--- src/sv/assert_macros.svh ---
// Assertion macros used by the top-level blender.
`ifndef ASSERT_MACROS_SVH
`define ASSERT_MACROS_SVH
`ifndef ASSERT_OFF
`define ASSERT_IMPLIES(label, clk, rst_n, a, b) \
    label: assert property (@(posedge clk) disable iff (!rst_n) (a) |-> (b)) \
        else $error("assertion failed");
`define ASSERT_NEXT(label, clk, rst_n, a, b) \
    label: assert property (@(posedge clk) disable iff (!rst_n) (a) |=> (b)) \
        else $error("assertion failed");
`else
`define ASSERT_IMPLIES(label, clk, rst_n, a, b)
`define ASSERT_NEXT(label, clk, rst_n, a, b)
`endif
`endif

--- src/sv/rgbao_pkg.sv ---
// ----------------------------------------------------------------------------
// rgbao_pkg
// Types, constants and the cell data record for the alpha-over blender.
// ----------------------------------------------------------------------------
`default_nettype none
package rgbao_pkg;
    localparam int unsigned NumCells = 8;   // bits of the color quotient
    localparam logic [7:0]  Max8     = 8'd255;
    localparam logic [8:0]  Half     = 9'd127;

    typedef struct packed {
        logic [7:0] front_red;
        logic [7:0] front_green;
        logic [7:0] front_blue;
        logic [7:0] front_alpha;
        logic [7:0] back_red;
        logic [7:0] back_green;
        logic [7:0] back_blue;
        logic [7:0] back_alpha;
    } t_in;

    typedef struct packed {
        logic [7:0] result_red;
        logic [7:0] result_green;
        logic [7:0] result_blue;
        logic [7:0] result_alpha;
    } t_out;

    // One restoring-division channel: partial remainder and quotient so far.
    typedef struct packed {
        logic [16:0] rem;
        logic [7:0]  quo;
    } t_chan;

    // Record handed from cell to cell.
    typedef struct packed {
        logic       valid;
        logic       pass;
        t_chan [2:0] ch;
        logic [7:0] oa;
        t_out       bypass;
    } t_cell;
endpackage
`default_nettype wire

--- src/sv/rgba_alpha_over_blend.sv ---
// ----------------------------------------------------------------------------
// rgba_alpha_over_blend
// Straight-alpha 8-bit RGBA "over" compositor.
// ----------------------------------------------------------------------------
// Usage:
//   Input channel i_valid/o_stall carries one front and one back pixel per
//   transaction; output channel o_valid/i_stall returns the blended pixel.
//   A pixel is accepted on every cycle the pipeline can advance, so the
//   sustained rate is one pixel per clock.
//   Products and dividends are formed in the front end, which is followed by
//   a row of eight cells that each resolve one quotient bit of the three
//   color divisions by the result alpha, MSB first.
//   When the receiver stalls, the whole row holds; o_stall is raised while
//   the last stage holds a result that cannot leave, and bubbles inside the
//   row are not squeezed out during that time.
//   Reset clears all valid flags; no pixel is in flight afterwards.
//   A transparent front pixel passes the back pixel unchanged.
// ----------------------------------------------------------------------------
`default_nettype none
`include "assert_macros.svh"
module rgba_alpha_over_blend (
    input  wire logic             i_clk,
    input  wire logic             i_rst_n,
    input  wire logic             i_valid,
    output logic                  o_stall,
    input  wire rgbao_pkg::t_in   i_data,
    output logic                  o_valid,
    input  wire logic             i_stall,
    output rgbao_pkg::t_out       o_data
);
    logic             w_en;
    rgbao_pkg::t_cell w_row [rgbao_pkg::NumCells:0];
    rgbao_pkg::t_cell w_last;
    logic             w_rem_ok;

    assign w_last   = w_row[rgbao_pkg::NumCells];
    assign w_rem_ok = w_last.ch[0].rem < 17'(w_last.oa);

    // Advance unless the final stage holds a result the receiver refuses.
    assign w_en    = !(w_last.valid && i_stall);
    assign o_stall = !w_en;

    rgbao_prep u_prep (
        .i_clk   (i_clk),
        .i_rst_n (i_rst_n),
        .i_en    (w_en),
        .i_valid (i_valid),
        .i_pix   (i_data),
        .o_cell  (w_row[0])
    );

    for (genvar g = 0; g < rgbao_pkg::NumCells; g++) begin : g_cell
        rgbao_cell u_cell (
            .i_clk   (i_clk),
            .i_rst_n (i_rst_n),
            .i_en    (w_en),
            .i_bit   (3'(rgbao_pkg::NumCells - 1 - g)),
            .i_cell  (w_row[g]),
            .o_cell  (w_row[g+1])
        );
    end

    always_comb begin
        if (w_last.pass) begin
            o_data = w_last.bypass;
        end else begin
            o_data.result_red   = w_last.ch[0].quo;
            o_data.result_green = w_last.ch[1].quo;
            o_data.result_blue  = w_last.ch[2].quo;
            o_data.result_alpha = w_last.oa;
        end
    end
    assign o_valid = w_last.valid;

    `ASSERT_NEXT(a_hold_stalled, i_clk, i_rst_n, o_valid && i_stall, o_valid && $stable(o_data))
    `ASSERT_IMPLIES(a_stall_only_full, i_clk, i_rst_n, o_stall, o_valid && i_stall)
    `ASSERT_IMPLIES(a_rem_below_den, i_clk, i_rst_n, o_valid && !w_last.pass, w_rem_ok)
endmodule
`default_nettype wire

--- src/sv/rgbao_prep.sv ---
// ----------------------------------------------------------------------------
// rgbao_prep
// Two-stage front end: products, then result alpha and channel dividends.
// ----------------------------------------------------------------------------
`default_nettype none
module rgbao_prep (
    input  wire logic            i_clk,
    input  wire logic            i_rst_n,
    input  wire logic            i_en,
    input  wire logic            i_valid,
    input  wire rgbao_pkg::t_in  i_pix,
    output rgbao_pkg::t_cell     o_cell
);
    logic            r_v1;
    rgbao_pkg::t_in  r_p1;
    logic [7:0]      r_inv;
    logic [15:0]     r_ba_inv;
    logic [15:0]     r_bcba [2:0];
    logic [15:0]     r_fcfa [2:0];
    logic [7:0]      w_fc [2:0];
    logic [7:0]      w_bc [2:0];
    logic [7:0]      w_inv;
    logic [16:0]     w_sum_a;
    logic [23:0]     w_trip [2:0];
    rgbao_pkg::t_cell n_cell;
    rgbao_pkg::t_cell r_cell;

    // Floor of x / 255 as x * 0x01010102 >> 32, exact for x below 2^32 / 254.
    function automatic logic [15:0] div255(input logic [23:0] x);
        logic [49:0] acc;
        acc = ({26'd0, x} << 24) + ({26'd0, x} << 16) + ({26'd0, x} << 8)
            + ({26'd0, x} << 1);
        return acc[47:32];
    endfunction

    assign w_fc[0] = i_pix.front_red;
    assign w_fc[1] = i_pix.front_green;
    assign w_fc[2] = i_pix.front_blue;
    assign w_bc[0] = i_pix.back_red;
    assign w_bc[1] = i_pix.back_green;
    assign w_bc[2] = i_pix.back_blue;
    assign w_inv   = rgbao_pkg::Max8 - i_pix.front_alpha;

    always_ff @(posedge i_clk) begin
        if (!i_rst_n) begin
            r_v1 <= 1'b0;
        end else if (i_en) begin
            r_v1 <= i_valid;
        end
        if (i_en) begin
            r_p1     <= i_pix;
            r_inv    <= w_inv;
            r_ba_inv <= 16'(i_pix.back_alpha * w_inv);
            for (int k = 0; k < 3; k++) begin
                r_bcba[k] <= 16'(w_bc[k] * i_pix.back_alpha);
                r_fcfa[k] <= 16'(w_fc[k] * i_pix.front_alpha);
            end
        end
    end

    always_comb begin
        w_sum_a = 17'(r_ba_inv) + 17'(rgbao_pkg::Half);
        n_cell = '0;
        n_cell.valid = r_v1;
        n_cell.pass  = (r_p1.front_alpha == 8'd0);
        n_cell.oa    = 8'(r_p1.front_alpha + div255({7'd0, w_sum_a})[7:0]);
        n_cell.bypass.result_red   = r_p1.back_red;
        n_cell.bypass.result_green = r_p1.back_green;
        n_cell.bypass.result_blue  = r_p1.back_blue;
        n_cell.bypass.result_alpha = r_p1.back_alpha;
        for (int k = 0; k < 3; k++) begin
            w_trip[k] = 24'(r_bcba[k] * r_inv);
            n_cell.ch[k].rem = 17'(r_fcfa[k]) + 17'(div255(w_trip[k]));
            n_cell.ch[k].quo = 8'd0;
        end
    end

    always_ff @(posedge i_clk) begin
        if (!i_rst_n) begin
            r_cell.valid <= 1'b0;
        end else if (i_en) begin
            r_cell.valid <= n_cell.valid;
        end
        if (i_en) begin
            r_cell.pass   <= n_cell.pass;
            r_cell.ch     <= n_cell.ch;
            r_cell.oa     <= n_cell.oa;
            r_cell.bypass <= n_cell.bypass;
        end
    end

    assign o_cell = r_cell;
endmodule
`default_nettype wire

--- src/sv/rgbao_cell.sv ---
// ----------------------------------------------------------------------------
// rgbao_cell
// One restoring-division step for three channels by the result alpha.
// ----------------------------------------------------------------------------
`default_nettype none
module rgbao_cell (
    input  wire logic              i_clk,
    input  wire logic              i_rst_n,
    input  wire logic              i_en,
    input  wire logic [2:0]        i_bit,
    input  wire rgbao_pkg::t_cell  i_cell,
    output rgbao_pkg::t_cell       o_cell
);
    rgbao_pkg::t_cell n_cell;
    rgbao_pkg::t_cell r_cell;
    logic [16:0]      w_den [2:0];

    always_comb begin
        n_cell = i_cell;
        for (int k = 0; k < 3; k++) begin
            w_den[k] = 17'(i_cell.oa) << i_bit;
            if (i_cell.ch[k].rem >= w_den[k]) begin
                n_cell.ch[k].rem = i_cell.ch[k].rem - w_den[k];
                n_cell.ch[k].quo[i_bit] = 1'b1;
            end
        end
    end

    always_ff @(posedge i_clk) begin
        if (!i_rst_n) begin
            r_cell.valid <= 1'b0;
        end else if (i_en) begin
            r_cell.valid <= n_cell.valid;
        end
        if (i_en) begin
            r_cell.pass   <= n_cell.pass;
            r_cell.ch     <= n_cell.ch;
            r_cell.oa     <= n_cell.oa;
            r_cell.bypass <= n_cell.bypass;
        end
    end

    assign o_cell = r_cell;
endmodule
`default_nettype wire
--- config.mk ---
export PLATFORM = sky130hd
export DESIGN_NAME = rgba_alpha_over_blend
export DESIGN_NICKNAME = d
export VERILOG_FILES = /design/src/sv/rgbao_pkg.sv /design/src/sv/rgba_alpha_over_blend.sv /design/src/sv/rgbao_prep.sv /design/src/sv/rgbao_cell.sv
export VERILOG_INCLUDE_DIRS = /design/src /design/src/sv
export SDC_FILE = /design/constraint.sdc
export NUM_CORES = 2
export LEC_CHECK = 0
export ABC_AREA = 1
export ABC_CLOCK_PERIOD_IN_PS = 81600
export BUFFER_PORTS_ARGS = -buffer_cell sky130_fd_sc_hd__buf_2
export CAP_MARGIN = 20
export CORE_MARGIN = 2
export CORE_UTILIZATION = 37
export CTS_BUF_LIST = sky130_fd_sc_hd__clkbuf_8 sky130_fd_sc_hd__clkbuf_16
export CTS_CLUSTER_SIZE = 12
export DETAILED_ROUTE_END_ITERATION = 16
export GPL_TIMING_DRIVEN = 0
export HOLD_SLACK_MARGIN = 0.02
export PLACE_DENSITY_LB_ADDON = 0.1
export SYNTH_ARGS = -nofsm -noshare
export SYNTH_HDL_FRONTEND = slang
export SYNTH_SLANG_ARGS = --single-unit
--- constraint.sdc ---
create_clock -name i_clk -period 81.6 [get_ports i_clk]
set_input_delay 12.24 -clock i_clk [delete_from_list [all_inputs] [get_ports i_clk]]
set_output_delay 12.24 -clock i_clk [all_outputs]
set_load 0.01 [all_outputs]
==> results.json <==
{
  "grt_overflow_total": 0,
  "rsz0062_at_grt": "no",
  "via_per_inst": 4.79,
  "finalCriticalPeriod_ps": 25220,
  "ctsLongestPathBuffers": 3,
  "netlist_area_sq_mm": 0.0848,
  "fmax_mhz": 39.6,
  "timing.reg2reg.setup_slack_ps": 71200,
  "vias": 59700,
  "initial_core_util": 0.372,
  "final_common_cell": "nand2_1",
  "core_sq_mm": 0.228,
  "ys_ff_latch": 1055,
  "die_area_sq_mm": 0.233,
  "grt.total_usage": 0.195,
  "grt_max_degree": 71,
  "cts_tree": "done",
  "firstDrtPassIters": 6,
  "slew_headroom": 0.244,
  "required_ps": 69360,
  "critPathMaxFanout": 10,
  "dp_slack_ps": 56370,
  "crit_end": "o_stall",
  "synth_warnings": 0,
  "area_growth_pct": 9.99,
  "die-width_microns": 483,
  "clkSinkCount": 1055,
  "cts-buffers-inserted": 121,
  "htree_levels": 3,
  "path_class": "input pin to primary output",
  "cp-startpoint": "i_stall",
  "worstSetupStartpointType": "input pin",
  "drive_gt1_frac": 0.0594,
  "synth_nets": 10700,
  "insertion_delay_ps": 810,
  "grt_antenna_before_repair": 27,
  "maxCapViolCount": 0,
  "rows": 175,
  "seq_area_frac_synth": 0.372,
  "synth_edf_count": 1045,
  "cp.arrival_ps": 12980,
  "wirelength_mm": 223,
  "min_path_type": "flop to flop",
  "cts_setup_buffers": 0,
  "fill_cells": 22600,
  "async_reset_ff_frac": 0,
  "ys_types": 73,
  "drc": 0,
  "worstMarginPinSlew_ps": 1130,
  "antenna_left": 0,
  "setup_violations": 0,
  "timing.rr.end": "u_prep.o_cell[111]",
  "place_congestion": 0.891,
  "hold_viol_final": 0,
  "grt_pass1_vias": 61300,
  "hpwl_mm": 184,
  "tns_ps": 0,
  "clk_pin_slew_ps": 60,
  "ctsHoldBuffers": 0,
  "grt_pass1_wl_mm": 352,
  "fin_nets": 10900,
  "io_buffers": 76,
  "syn_inst": 9114,
  "synth_flop_cell": "edfxtp_1",
  "outcome": "completed",
  "final_cell_mix": "1978 x nand2_1, 1810 x inv_1, 1045 x edfxtp_1, 894 x ha_1, 583 x fa_1",
  "syn_avg_cell_area_sq_um": 9.31,
  "reg2regPathDepth": 39,
  "cts_resized": 0,
  "reg2reg_from": "u_prep.r_inv[7]",
  "fin_crit_sh": 0.309,
  "drt_iter0_markers": 3490,
  "detail_route.wl_per_cell_microns": 17.9,
  "io_pins": 102,
  "finalWorstSetupSlack_ps": 56380,
  "cts-root-buf": "clkbuf_16",
  "critPathCaptureType": "primary output",
  "fin_skew_ps": 112,
  "final-max-slew-violation-count": 0,
  "fp.dieH_microns": 483
}
==> area by class of cell <==
type / count / area [sq um] / area share
Multi-Input combinational cell: 6045 / 45500 / 0.488
Sequential cell: 1055 / 31600 / 0.338
Inverter: 1798 / 6750 / 0.0723
Tap cell: 3009 / 3760 / 0.0404
Clock buffer: 121 / 3030 / 0.0325
Buffer: 216 / 983 / 0.0105
Timing Repair Buffer: 95 / 883 / 0.00947
Clock inverter: 102 / 786 / 0.00842
Antenna cell: 3 / 7.51 / 0.0000805
==> synthesized netlist by cell type, types with 31 or more instances <==
| master | instances | share of area |
|---|---|---|
| nand2_1 | 1978 | 0.088 |
| inv_1 | 1778 | 0.079 |
| edfxtp_1 | 1045 | 0.37 |
| ha_1 | 894 | 0.13 |
| fa_1 | 583 | 0.14 |
| nor2_1 | 538 | 0.024 |
| a21oi_1 | 502 | 0.030 |
| nand3_1 | 266 | 0.016 |
| xor2_1 | 247 | 0.026 |
| o21ai_0 | 245 | 0.014 |
| xnor2_1 | 135 | 0.014 |
| clkbuf_1 | 84 | 0.0037 |
| nor3_1 | 72 | 0.0042 |
| nand4_1 | 65 | 0.0048 |
| clkbuf_2 | 56 | 0.0033 |
| o21ai_1 | 51 | 0.0030 |
| nor4_1 | 44 | 0.0032 |
| a21o_1 | 43 | 0.0038 |
| nand2_2 | 39 | 0.0029 |
| buf_1 | 38 | 0.0017 |
| mux2_2 | 34 | 0.0045 |
| a31oi_1 | 33 | 0.0024 |
| o21bai_1 | 31 | 0.0027 |
==> per-layer routing <==
metal | up-vias | track usage | part of all wire
met5 | - | 0 | 0.00050
met4 | 18 | 0.0561 | 0.029
met3 | 291 | 0.0254 | 0.042
met2 | 1066 | 0.332 | 0.47
met1 | 28400 | 0.259 | 0.45
li1 | 29900 | - | -
==> worst min-delay path by stage <==
stage | from | endpoint | slack, ps | cells past startpoint
2_1_floorplan | u_prep.o_cell[0] | g_cell[0].u_cell.o_cell[0] | 400 | 0
3_5_place_dp | u_prep.o_cell[12] | g_cell[0].u_cell.o_cell[12] | 400 | 0
3_3_place_gp | g_cell[1].u_cell.o_cell[12] | g_cell[2].u_cell.o_cell[12] | 400 | 0
5_1_grt | g_cell[2].u_cell.o_cell[95] | g_cell[3].u_cell.o_cell[95] | 390 | 0
4_1_cts | g_cell[0].u_cell.o_cell[78] | g_cell[1].u_cell.o_cell[78] | 390 | 0
6_report | g_cell[2].u_cell.o_cell[95] | g_cell[3].u_cell.o_cell[95] | 380 | 0
==> metrics by stage <==
stage	instance area [sq um]	instances	utilization	hold WS, ps
2_1_floorplan	84800	9114	-	400
3_3_place_gp	89000	12200	0.391	401
3_5_place_dp	89500	12200	0.393	405
4_1_cts	93300	12400	0.410	388
5_1_grt	93300	12400	0.410	393
6_report	93300	12400	0.410	384
==> worst max-delay path: stages <==
cell,delay (ps)
buf_2,70
nand2_1,50
inv_1,70
clkbuf_1,340
buf_2,210
==> sequential cells by signal (all words and copies together) (netlist names) <==
register,cells
g_cell.u_cell.o_cell,801
u_prep.o_cell,93
u_prep.r_fcfa,48
u_prep.r_ba_inv,16
u_prep.r_v1,1
u_prep.r_bcba,48
u_prep.r_inv,8
u_prep.n_cell,32
u_prep.r_p1,8
==> cell families after synthesis <==
kind of cell             count (synthesis)  synth area share
XOR/XNOR                               384            0.0400
buffers and inverters                 2014            0.0911
AO/OA/AOI/OAI                         1042            0.0700
adder cells (fa/ha/maj)               1477             0.269
AND/OR/NAND/NOR                       3108             0.153
multiplexers                            34           0.00451
flip-flops                            1055             0.372
Power is left out: the tool's default activity adds up to more than one toggle a clock period on the data nets, which glitch-free logic cannot reach.
